==> src/rtl/olte_pkg.sv <==
package olte_pkg;

   // List geometry.
   localparam int DEPTH   = 64;
   localparam int ENTRY_W = 32;
   localparam int IDX_W   = $clog2(DEPTH);

   // Field widths of the request and response beats.
   localparam int OP_W     = 3;
   localparam int POS_W    = 6;
   localparam int VALUE_W  = 32;
   localparam int STATUS_W = 2;
   localparam int MIDX_W   = 6;
   localparam int COUNT_W  = 7;

   // Operation codes.
   localparam logic [OP_W-1:0] OP_APPEND = 3'd0;
   localparam logic [OP_W-1:0] OP_REMOVE = 3'd1;
   localparam logic [OP_W-1:0] OP_GET    = 3'd2;
   localparam logic [OP_W-1:0] OP_SET    = 3'd3;
   localparam logic [OP_W-1:0] OP_FIND   = 3'd4;
   localparam logic [OP_W-1:0] OP_CLEAR  = 3'd5;

   // Status codes.
   localparam logic [STATUS_W-1:0] STATUS_OK        = 2'd0;
   localparam logic [STATUS_W-1:0] STATUS_NOT_FOUND = 2'd1;
   localparam logic [STATUS_W-1:0] STATUS_RANGE     = 2'd2;
   localparam logic [STATUS_W-1:0] STATUS_FULL      = 2'd3;

   typedef logic [ENTRY_W-1:0] entry_type;

   // Request token that walks down the row of cells, one cell per cycle.
   typedef struct packed {
      logic                valid;
      logic [OP_W-1:0]     op;
      logic [POS_W-1:0]    pos;
      entry_type           value;
      logic [COUNT_W-1:0]  count;
      logic                hit;
      logic [MIDX_W-1:0]   match_idx;
      entry_type           rd;
   } tok_type;

   // One response beat.
   typedef struct packed {
      logic [STATUS_W-1:0] status;
      logic [VALUE_W-1:0]  read_value;
      logic                found;
      logic [MIDX_W-1:0]   match_index;
      logic [COUNT_W-1:0]  entry_count;
   } rsp_type;

   typedef enum logic [1:0] {
      ST_IDLE,
      ST_RUN,
      ST_HOLD
   } ctl_state_type;

endpackage

==> src/rtl/olte_cell.sv <==
// One list slot. It acts on the token passing through and hands it on.
module olte_cell (
   input  logic                       clock,
   input  logic                       reset,
   input  logic [olte_pkg::IDX_W-1:0] index,
   input  olte_pkg::tok_type          tok_in,
   input  olte_pkg::entry_type        next_entry,
   output olte_pkg::tok_type          tok_out,
   output olte_pkg::entry_type        entry_out
);

   olte_pkg::entry_type entry_ff, entry_in;
   olte_pkg::tok_type   tok_ff, tok_in_next;
   logic                in_range, at_pos, at_end, equal;

   always_comb begin
      in_range    = olte_pkg::COUNT_W'(index) < tok_in.count;
      at_pos      = olte_pkg::COUNT_W'(index) == olte_pkg::COUNT_W'(tok_in.pos);
      at_end      = olte_pkg::COUNT_W'(index) == tok_in.count;
      equal       = entry_ff == tok_in.value;
      entry_in    = entry_ff;
      tok_in_next = tok_in;
      if (tok_in.valid) begin
         case (tok_in.op)
            olte_pkg::OP_APPEND: begin
               if (at_end) entry_in = tok_in.value;
            end
            olte_pkg::OP_REMOVE: begin
               // From the first match on, every live slot pulls in its neighbor.
               if (in_range && (tok_in.hit || equal)) begin
                  entry_in        = next_entry;
                  tok_in_next.hit = 1'b1;
               end
            end
            olte_pkg::OP_GET: begin
               if (in_range && at_pos) tok_in_next.rd = entry_ff;
            end
            olte_pkg::OP_SET: begin
               if (in_range && at_pos) entry_in = tok_in.value;
            end
            olte_pkg::OP_FIND: begin
               if (in_range && !tok_in.hit && equal) begin
                  tok_in_next.hit       = 1'b1;
                  tok_in_next.match_idx = olte_pkg::MIDX_W'(index);
               end
            end
            default: begin
            end
         endcase
      end
   end

   always_ff @(posedge clock) begin
      entry_ff <= entry_in;
      if (reset) begin
         tok_ff <= '0;
      end else begin
         tok_ff <= tok_in_next;
      end
   end

   assign tok_out   = tok_ff;
   assign entry_out = entry_ff;

endmodule

==> config.mk <==
export PLATFORM = sky130hd
export DESIGN_NAME = olte_cell
export DESIGN_NICKNAME = d
export VERILOG_FILES = /design/src/rtl/olte_pkg.sv /design/src/rtl/olte_cell.sv
export SDC_FILE = /design/constraint.sdc
export NUM_CORES = 1
export LEC_CHECK = 0
export BUFFER_PORTS_ARGS = -buffer_cell sky130_fd_sc_hd__buf_4
export CAP_MARGIN = 20
export CORE_MARGIN = 2
export CORE_UTILIZATION = 45
export DETAILED_ROUTE_END_ITERATION = 6
export PLACE_DENSITY = 0.83
export SLEW_MARGIN = 30
export SYNTH_ARGS = -nofsm -noshare
export SYNTH_HDL_FRONTEND = slang
export SYNTH_SLANG_ARGS = --single-unit
==> constraint.sdc <==
create_clock -name clock -period 6.18 [get_ports clock]
set_input_delay 0.309 -clock clock [delete_from_list [all_inputs] [get_ports clock]]
set_output_delay 0.309 -clock clock [all_outputs]
set_load 0.01 [all_outputs]
## Yosys cells after proc, flatten, opt, wreduce, memory -nomap -nowiden

Cells that the tools add are included.

- Input port bits: 128
- Register bits: 120
- Word-level logic and storage cells: 40

- Eq/ne operators: 10
- Muxes and demuxes: 11
- Magnitude comparators: 1
- Reductions and logical operators: 9

Operators by type and width:

| cell | count |
|---|---|
| two-way mux 32 bit | 5 |
| case mux 32 bit (3 select lines) | 1 |
| two-way mux 39 bit | 1 |
| equality test 32 bit | 1 |
| equality test 6 x 7 -> 1 bit | 1 |
| < comparator 6 x 7 -> 1 bit | 1 |
| two-way mux 7 bit | 1 |
| equality test 3 x 2 -> 1 bit (second input constant) | 2 |
| equality test 6 bit | 1 |
| two-way mux 6 bit | 1 |
| != test 2 bit (second input constant) | 3 |
| AND reduction 5 bit | 1 |
| logical AND 1 bit | 4 |
| equality test 3 x 1 -> 1 bit (second input constant) | 1 |
| equality test 3 bit (second input constant) | 1 |
| logical NOT 3 bit | 1 |
| nonzero test 3 bit | 1 |
| case mux 1 bit (2 select lines) | 1 |
| logical NOT 1 bit | 1 |
| logical OR 1 bit | 1 |
| two-way mux 1 bit | 1 |

## Logic depth before layout (Yosys ltp)

Gate-level depths: netlist of the first run.

- Depth after elaboration: 6
- Mapped depth: 9

## Worst setup path before layout of the first run

Ideal clock, no wire load.

- Path kind: reg2reg
- Start point: register entry_ff[29], in the netlist entry_out[29]
- End point: register entry_ff[0], in the netlist entry_out[0], enable pin
- Path buffers: 0
- Data arrival time: 4.498 ns
- Required time: 5.678 ns
- Stages on the path, launching flop included: 7
- Slack: 1.180 ns
- Path through: edfxtp_1 > xor2_1 > nor4_1 > nand4_1 > nor2_1 > nor3b_1 > nor4_1

- Longest elaborated chain between the ends: 5

Ends and longest elaborated chain:

| what | line | RTL |
|---|---|---|
| start: declaration | olte_cell.sv:12 | `olte_pkg::entry_type entry_ff, entry_in;` |
| start signal: assignment | olte_cell.sv:54 | `entry_ff <= entry_in;` |
| equality test 32 bit | olte_cell.sv:20 | `equal = entry_ff == tok_in.value;` |
| logical OR 1 bit | olte_cell.sv:30 | `if (in_range && (tok_in.hit \|\| equal)) begin` |
| logical AND 1 bit | olte_cell.sv:30 |  |
| != test 2 bit (no line) | n/a |  |
| AND reduction 5 bit (no line) | n/a |  |

No other way between the ends.
A chain may end at the register's enable or synchronous reset.

## Worst setup path after layout of the first run

- Start point: register entry_ff[24], in the netlist entry_out[24]
- End point: register entry_ff[24], in the netlist entry_out[24], enable pin

The elaborated chain is that of the path after synthesis.

==> Flow_metrics.wiki, run 1 <==
{| class="wikitable"
! Metric !! Value
|-
| Switching Fraction || around 22%
|-
| Number of clock buffers inserted by TritonCTS || 17
|-
| Fraction of final layout cells sized beyond drive strength 1 || ~47%
|-
| Synth Register Bits || between 100 and 150
|-
| Area share of the leading cell type in the synthesized netlist || a little under two fifths
|-
| Switch Pwr || approximately 470 µW
|-
| Register share of total power || around two fifths
|-
| Worst-margin pin slew || ~0.92 ns
|-
| Worst reg-to-reg path cell count || 7
|-
| TritonCTS clock tree || yes
|-
| Total Power Consumption || 2100 µW
|-
| Mean instance size in the synthesized netlist || around 12 µm²
|-
| Total setup violations reported at the end of the flow || 0
|-
| Fraction of synthesized area in multiplexers || between 10% and 20%
|-
| Aggregate routed wire length || approximately 14 mm
|-
| Dominant cell type by area after synthesis || sky130_fd_sc_hd__dfxtp_1
|-
| Routability congestion estimate || 0.799
|-
| Endpoint class of the critical path || flip-flop
|-
| Gate Count Post-Synth || roughly 400
|-
| Initial Utilization || 46.2%
|-
| DRC violation count after routing || 0
|-
| Worst path arrival time || 3.46 ns
|-
| Buffer cell driving the clock tree root || sky130_fd_sc_hd__clkbuf_8
|-
| GRT Resource Usage Total || between 20% and 30%
|-
| Crit path largest cell delay || slightly above 0.7 ns
|-
| Count of flip-flops with a built-in enable after synthesis || 32
|-
| Launching element type of the critical path || flip-flop
|-
| R2r setup slk || ~2.9 ns
|-
| Internal power || 1630 µW
|-
| Pins over their slew limit || 0
|-
| Syn Nets || 530
|-
| Share of total power in the clock network || roughly 47%
|-
| Class of the tightest hold or removal check || in -> reg
|-
| Average wire per standard cell || 17.2 µm
|-
| Synth-to-layout area growth || 54.4%
|-
| Yosys cell types || 36
|-
| Worst hold path stage count || 3
|-
| Count of buffering cells on the critical path with inverters included || 1
|-
| Final net count || roughly 780
|-
| Worst Hold Launch || tok_in[11]
|-
| Clock sinks || 120
|-
| Finished Layout Cells || 796
|-
| Shortest period the worst path allows || about 3.3 ns
|-
| Share of the synthesized netlist area taken by xor and xnor gates || 7.00%
|-
| Antenna violations before repair || 0
|-
| Post-detailed-placement half-perimeter wirelength || between 10 and 15 mm
|-
| Max-slew headroom || between 30% and 40%
|-
| Die width || around 110 µm
|-
| Placed instance count || 764
|-
| Global-route wire length before repair || 21.0 mm
|-
| Post-synthesis share of cell area spent on and, or, nand and nor gates || a little over an eighth
|-
| Maximum number of pins on one net before global-route repair || between 80 and 90
|-
| Power density over cell area || 286 mW/mm²
|-
| Largest family of logic cells by synthesized area || multiplexers
|-
| Clk_lat worst skew || 0.52 ns
|-
| Worst-case clock buffer depth || 2
|-
| # rows || 37
|-
| Final Hold Violating Endpoints || 0
|-
| List of cells traversed by the critical path || xor2_1 > nor4_1 > nand4_1 > nor2_1 > nor3b_1 > nor4_2 > buf_4
|-
| Run status || complete, no violations
|-
| Hold endpoint || tok_out[11]
|-
| Period utilization || a little over half
|-
| Maximum clock skew at final layout || 0.00728 ns
|-
| Combinational power share || 11.8%
|-
| Number of hold buffers added after cts || 0
|-
| Async set-reset flop share out of synthesis || 0%
|-
| Adder and majority gate portion of the synthesized area || around 1.6%
|-
| Yosys warnings || 0
|-
| Number of setup buffers added after CTS || 0
|-
| Number of iterations in the first detailed-routing pass || 4
|-
| H-Tree Depth || 4
|-
| Endpoint of the lowest-slack register-to-register path || entry_out[24]
|-
| Data required time of the critical path || 6.34 ns
|-
| Compound-cell area share of the yosys netlist || 2.92%
|-
| CP max-delay cell || sky130_fd_sc_hd__nor2_1
|-
| Static leakage || ~0.0033 µW
|-
| Resized Gates After CTS || 0
|-
| Overflow left after global routing || 0
|-
| Launch instance of the worst register-to-register path || entry_out[24]
|-
| Clock slew at the register clock pins of the worst setup and hold paths || 0.06 ns
|-
| Peak VDD IR || about 160 µV
|-
| Initial drt markers || 100
|-
| Average via count per standard cell || 4.85
|-
| Maximum frequency from static timing analysis || slightly above 300 MHz
|-
| Setup repair after global routing missed its margin || no
|-
| Port bufs || between 200 and 250
|-
| Critical path fanouts, max || 32
|-
| Area of the core || about 0.010 mm²
|-
| Combined area of all synthesized cells || 0.00475 mm²
|-
| Die outline area || 0.0114 mm²
|-
| Antenna Nets Post-Route || 0
|-
| Vertical die dimension || about 110 µm
|-
| Dominant cells by area after synthesis || sky130_fd_sc_hd__dfxtp_1, sky130_fd_sc_hd__edfxtp_1, sky130_fd_sc_hd__mux2i_1
|-
| Sequential area share after synthesis || between 50% and 60%
|-
| Aggregate negative setup slack || 0 ns
|-
| Vias || 3864
|-
| Commonest register cell after synthesis || sky130_fd_sc_hd__dfxtp_1
|-
| Antenna diode count || 0
|-
| I/O pin cnt || ~250
|-
| Kind of cell adding the most delay to the critical path || simple AND/OR/NAND/NOR gates
|-
| Number of global-route vias before repair || slightly above 4000
|-
| Category of the most critical setup path || reg -> reg
|-
| Count of max-cap constraint violations || 0
|}
[worst max-delay path by stage]
stage	startpoint	endpoint	depth (start not counted)
detailed placement	entry_out[2]	entry_out[11]	7
global placement	entry_out[2]	entry_out[15]	7
floorplan	entry_out[29]	entry_out[0]	6
finish	entry_out[24]	entry_out[24]	7
CTS	entry_out[2]	entry_out[27]	7
global route	entry_out[0]	entry_out[29]	7
[stage by stage]
stage | hold WS [ns] | worst slack, ns | instance area [µm²] | util (%)
floorplan | 0.437 | 1.18 | 4750 | -
global placement | 0.537 | 2.93 | 6720 | 65.4
detailed placement | 0.542 | 2.86 | 6720 | 65.4
CTS | 0.00169 | 2.84 | 7330 | 71.3
global route | 0.00150 | 2.67 | 7340 | 71.4
finish | 0.0259 | 2.88 | 7340 | 71.4
[cells in the final DEF (no fill, tap or decap), types with 10 or more instances in the layout]
cell type	instances
sky130_fd_sc_hd__buf_4	251
sky130_fd_sc_hd__dfxtp_1	88
sky130_fd_sc_hd__nor2b_1	43
sky130_fd_sc_hd__nor2_1	40
sky130_fd_sc_hd__xor2_1	36
sky130_fd_sc_hd__mux2i_1	32
sky130_fd_sc_hd__edfxtp_1	32
sky130_fd_sc_hd__mux2_1	17
sky130_fd_sc_hd__clkbuf_16	16
sky130_fd_sc_hd__inv_1	15
sky130_fd_sc_hd__mux2_2	15
sky130_fd_sc_hd__a21oi_1	10
[metal layers]
metal  GRT usage, %  wire length [µm]  vias up
met4           10.4               389        0
met2           43.5              7060      188
met5              0                 0        -
met3           10.2              1300       33
li1               -                 -     1859
met1           25.3              4910     1784
[power by group through the flow]
stage	combinational, µW	clock (µW)	sequential [µW]
3_3_place_gp	242	0	878
6_report	248	986	863
2_1_floorplan	76.4	0	897
4_1_cts	249	1000	863
5_1_grt	268	1040	866
3_5_place_dp	248	0	880
[cells by family (layout without fill, tap and decap cells)]
logic type               Yosys count  after routing
XOR/XNOR                          38             38
adder cells (fa/ha/maj)            6              6
AND/OR/NAND/NOR                  113            113
buffers and inverters             34            298
AO/OA/AOI/OAI                     21             21
multiplexers                      64             64
flip-flops                       120            120
[layout make-up]
cell class | instances | area (µm²)
fill | 741 | 2940
sequential | 120 | 2720
multi-input combinational | 242 | 1900
timing repair buffer | 251 | 1880
clock buffer | 20 | 455
tap | 136 | 170
clock inverter | 12 | 148
inverter | 15 | 56.3
[synthesized netlist by cell type (2+ instances only)]
cell type / instances
sky130_fd_sc_hd__buf_2: 5
sky130_fd_sc_hd__nor2b_1: 43
sky130_fd_sc_hd__clkbuf_1: 11
sky130_fd_sc_hd__ha_1: 6
sky130_fd_sc_hd__edfxtp_1: 32
sky130_fd_sc_hd__mux2_1: 17
sky130_fd_sc_hd__nor4_1: 9
sky130_fd_sc_hd__xnor2_1: 2
sky130_fd_sc_hd__nor3_1: 2
sky130_fd_sc_hd__nor2_1: 40
sky130_fd_sc_hd__mux2i_1: 32
sky130_fd_sc_hd__mux2_2: 15
sky130_fd_sc_hd__a31o_1: 3
sky130_fd_sc_hd__a21oi_1: 10
sky130_fd_sc_hd__dfxtp_1: 88
sky130_fd_sc_hd__a31o_2: 3
sky130_fd_sc_hd__xor2_1: 36
sky130_fd_sc_hd__nand4_1: 8
sky130_fd_sc_hd__buf_6: 3
sky130_fd_sc_hd__inv_1: 15
[tightest hold or removal path: stages]
cell and delay (ns):
sky130_fd_sc_hd__buf_4 0.08, sky130_fd_sc_hd__mux2i_1 0.05, sky130_fd_sc_hd__nor2_1 0.07
[registers in the layout, summed over array words and instances (netlist names)]
signal / count
tok_out: 88
entry_out: 32
No activity file was read; power rests on OpenSTA's default activity.
==> run 2: changes to the inputs <==
--- a/config.mk
+++ b/config.mk
@@ -5,12 +5,13 @@
 export SDC_FILE = /design/constraint.sdc
 export NUM_CORES = 1
 export LEC_CHECK = 0
+export ABC_AREA = 1
 export BUFFER_PORTS_ARGS = -buffer_cell sky130_fd_sc_hd__buf_4
 export CAP_MARGIN = 20
 export CORE_MARGIN = 2
-export CORE_UTILIZATION = 45
+export CORE_UTILIZATION = 42
 export DETAILED_ROUTE_END_ITERATION = 6
-export PLACE_DENSITY = 0.83
+export PLACE_DENSITY = 0.79
 export SLEW_MARGIN = 30
 export SYNTH_ARGS = -nofsm -noshare
 export SYNTH_HDL_FRONTEND = slang
==> constraint.sdc (replaced) <==
create_clock -name clock -period 2.7 [get_ports clock]
set_input_delay 0.135 -clock clock [delete_from_list [all_inputs] [get_ports clock]]
set_output_delay 0.135 -clock clock [all_outputs]
set_load 0.01 [all_outputs]
==> run 2 against run 1 <==
  * Area after synthesis is 12% higher
  * Non-clock buffer count increased by 68
  * Clock power up 100%
  * Worst setup slack got worse by 2.6 ns
  * Via count rose by 44%
  * Count of clock-buffer cells in the layout increased by 7
  * Sequential share of layout area down 5.2 points
  * Sequential power increased by 130%
  * Worst hold slack got worse by 0.018 ns
  * Synthesized cell count grew 80%
  * Routed wire length rose by 28%
  * Global-route usage increased by 1.1 points
  * Critical path type is now in -> reg
  * Critical endpoint is now tok_out[30]
==> Flow_metrics.wiki, run 2 <==
{| class="wikitable"
! Metric !! Value
|-
| Share of the synthesized netlist area taken by xor and xnor gates || 5.26%
|-
| Global-route wire length before repair || around 26 mm
|-
| List of cells traversed by the critical path || dlygate4sd3_1 > buf_4 > inv_1 > ha_1 > a21oi_1 > a21o_1 > nand2_2 > nor3_4 > nand3_4 > buf_12 > nand2_1 > nand2_1 > nor2_1
|-
| H-Tree Depth || 4
|-
| Adder and majority gate portion of the synthesized area || between 1 and 1.5%
|-
| Async set-reset flop share out of synthesis || 0%
|-
| TritonCTS clock tree || yes
|-
| Dominant cells by area after synthesis || sky130_fd_sc_hd__dfxtp_1, sky130_fd_sc_hd__edfxtp_1, sky130_fd_sc_hd__nand2_1
|-
| Combined area of all synthesized cells || ~0.0053 mm²
|-
| Category of the most critical setup path || in -> reg
|-
| Run status || complete, no violations
|-
| Clock slew at the register clock pins of the worst setup and hold paths || roughly 0.05 ns
|-
| Tightest hold margin || around 0.0077 ns
|-
| Antenna diode count || 0
|-
| Pins over their slew limit || 0
|-
| Launching element type of the critical path || primary input
|-
| Buffer cell driving the clock tree root || sky130_fd_sc_hd__clkbuf_16
|-
| Synth Register Bits || 120
|-
| Data required time of the critical path || 3.04 ns
|-
| Shortest period the worst path allows || between 2 and 2.5 ns
|-
| Number of flip-flops under the largest register name || 88
|-
| DRC violation count after routing || 0
|-
| Final Hold Violating Endpoints || 0
|-
| Endpoint class of the critical path || flip-flop
|-
| Yosys warnings || 0
|-
| Clk_lat worst skew || 0.42 ns
|-
| Power density over cell area || about 550 mW/mm²
|-
| Routability congestion estimate || 0.815
|-
| Vias || roughly 5500
|-
| Die outline area || 0.0136 mm²
|-
| Gate Count Post-Synth || a little over 700
|-
| Maximum number of pins on one net before global-route repair || 50
|-
| Overflow left after global routing || 0
|-
| Count of max-cap constraint violations || 0
|-
| Maximum frequency from static timing analysis || about 410 MHz
|-
| Initial drt markers || ~420
|-
| Highest-count cells in the layout ignoring fill and taps || sky130_fd_sc_hd__buf_4, sky130_fd_sc_hd__nand2_1, sky130_fd_sc_hd__nor2_1
|-
| Fraction of final layout cells sized beyond drive strength 1 || between 20 and 30%
|-
| GRT Resource Usage Total || about a quarter
|-
| Final net count || approximately 1200
|-
| Compound-cell area share of the yosys netlist || 3.95%
|-
| Crit path largest cell delay || 0.55 ns
|-
| Number of global-route vias before repair || 5406
|-
| Worst path arrival time || 2.76 ns
|-
| Clock sinks || 120
|-
| Commonest register cell after synthesis || sky130_fd_sc_hd__dfxtp_1
|-
| Max-slew headroom || between 50% and 60%
|-
| Dominant cell type by area after synthesis || sky130_fd_sc_hd__dfxtp_1
|-
| Aggregate routed wire length || between 15 and 20 mm
|-
| Total setup violations reported at the end of the flow || 0
|-
| Kind of cell adding the most delay to the critical path || buffers and inverters
|-
| Largest family of logic cells by synthesized area || simple AND/OR/NAND/NOR gates
|-
| CP max-delay cell || sky130_fd_sc_hd__dlygate4sd3_1
|-
| Syn Nets || 846
|-
| Count of flip-flops with a built-in enable after synthesis || 32
|-
| Fraction of synthesized area in multiplexers || 0%
|-
| Aggregate negative setup slack || 0 ns
|-
| Cell type with the highest occurrence count on the critical path || sky130_fd_sc_hd__nand2_1
|-
| Worst-case clock buffer depth || 2
|-
| Most frequent standard cell in the layout excluding fill and tap cells || sky130_fd_sc_hd__buf_4
|-
| Average via count per standard cell || between 4 and 5
|-
| Most common cell in the netlist || sky130_fd_sc_hd__nand2_1
|-
| Setup repair after global routing missed its margin || no
|-
| Class of the tightest hold or removal check || in -> reg
|-
| Static leakage || between 0.004 and 0.005 µW
|-
| Die width || 117 µm
|-
| # rows || 41
|-
| Peak VDD IR || roughly 390 µV
|-
| Port bufs || ~250
|-
| Number of clock buffers inserted by TritonCTS || 17
|-
| Vertical die dimension || 117 µm
|-
| I/O pin cnt || 248
|-
| Number of iterations in the first detailed-routing pass || 7
|-
| Worst-margin pin slew || approximately 0.66 ns
|-
| Maximum clock skew at final layout || 0.00795 ns
|-
| Yosys cell types || 26
|-
| Mean instance size in the synthesized netlist || 7.48 µm²
|-
| Initial Utilization || a little over two fifths
|-
| Sequential area share after synthesis || around half
|-
| Critical path fanouts, max || 34
|-
| Period utilization || roughly nine tenths
|-
| Synth-to-layout area growth || 60.2%
|-
| Post-synthesis share of cell area spent on and, or, nand and nor gates || between 20 and 30%
|-
| Area of the core || roughly 0.013 mm²
|-
| Antenna Nets Post-Route || 0
|-
| Count of buffering cells on the critical path with inverters included || 4
|-
| Post-detailed-placement half-perimeter wirelength || between 10 and 15 mm
|-
| Antenna violations before repair || 0
|-
| Number of fill cells || approximately 1000
|-
| Area share of the leading cell type in the synthesized netlist || roughly 33%
|-
| Average wire per standard cell || 14.5 µm
|-
| Most frequent cells after synthesis || sky130_fd_sc_hd__nand2_1, sky130_fd_sc_hd__nor2_1, sky130_fd_sc_hd__inv_1
|}
[run 2: changes by cell type after synthesis, sizes merged, moves of 35 or more]
cell,previous run,this run
inv,15,113
nand2,0,193
nor2,41,160
nor2b,43,0
o21ai,1,36
[run 2: layout make-up]
| class | instances | area (µm²) | share of cell area [%] |
|---|---|---|---|
| Multi-Input combinational cell | 456 | 2080 | 24.3 |
| Clock inverter | 4 | 20.0 | 0.235 |
| Inverter | 113 | 424 | 4.97 |
| Sequential cell | 120 | 2720 | 31.9 |
| Timing Repair Buffer | 319 | 2580 | 30.3 |
| Tap cell | 172 | 215 | 2.52 |
| Clock buffer | 27 | 493 | 5.78 |
[run 2: report_power, final]
group	internal [µW]	total, µW	switching (µW)	leakage [µW]
clock network	1230	1990	761	0.000255
logic	390	736	346	0.00317
registers	1950	1990	46.3	0.00102
total	3570	4720	1150	0.00444
[run 2: what timing repair did]
action                                 in CTS  in global routing
gates resized for setup                     0                  0
buffers inserted                            0                  0
endpoints found under the hold margin      65                  0
hold buffers                               65                  0
[run 2: path summary, 6_finish.rpt]
path	start	to	slack, ns	cells past startpoint
min reg2reg	entry_out[26]	tok_out[26]	0.57	2
min	next_entry[30]	entry_out[30]	0.008	3
max reg2reg	entry_out[20]	entry_out[20]	0.42	9
max	tok_in[44]	tok_out[30]	0.28	13
[run 2: worst register-to-register path, cell delays in order, from the launching register on]
cell and delay [ns]:
sky130_fd_sc_hd__edfxtp_1 0.44, sky130_fd_sc_hd__xnor2_1 0.26, sky130_fd_sc_hd__and2_1 0.16, sky130_fd_sc_hd__nand2_1 0.07, sky130_fd_sc_hd__nor2_1 0.20, sky130_fd_sc_hd__nand2_1 0.10, sky130_fd_sc_hd__o21ai_0 0.16, sky130_fd_sc_hd__nand2_1 0.11
sky130_fd_sc_hd__a21oi_4 0.25, sky130_fd_sc_hd__buf_12 0.22
[run 2: layer usage]
metal / GRT usage [%] / vias to the layer above / share of wire [%]
met4: 10.9 / 0 / 2.7
met1: 29.2 / 2518 / 40
met3: 7.11 / 40 / 6.9
li1: - / 2759 / -
met5: 0 / - / 0
met2: 45.1 / 231 / 50
[run 2: cells by family after synthesis]
family,after synthesis
flops,120
xor+xnor,32
compound gates,41
fa+ha+maj,6
buf+inv,136
simple gates,377
[run 2: through the flow]
| stage | utilization (%) | worst slack (ns) | power, µW | cells | cell area [µm²] |
|---|---|---|---|---|---|
| 4_1_cts | 68.2 | 0.357 | 4740 | 1211 | 8540 |
| 6_report | 68.2 | 0.283 | 4720 | 1211 | 8540 |
| 2_1_floorplan | - | 0.170 | 2300 | 712 | 5330 |
| 5_1_grt | 68.2 | 0.145 | 4900 | 1211 | 8540 |
| 3_5_place_dp | 58.9 | 0.485 | 2670 | 1115 | 7370 |
| 3_3_place_gp | 58.9 | 0.484 | 2660 | 1115 | 7370 |
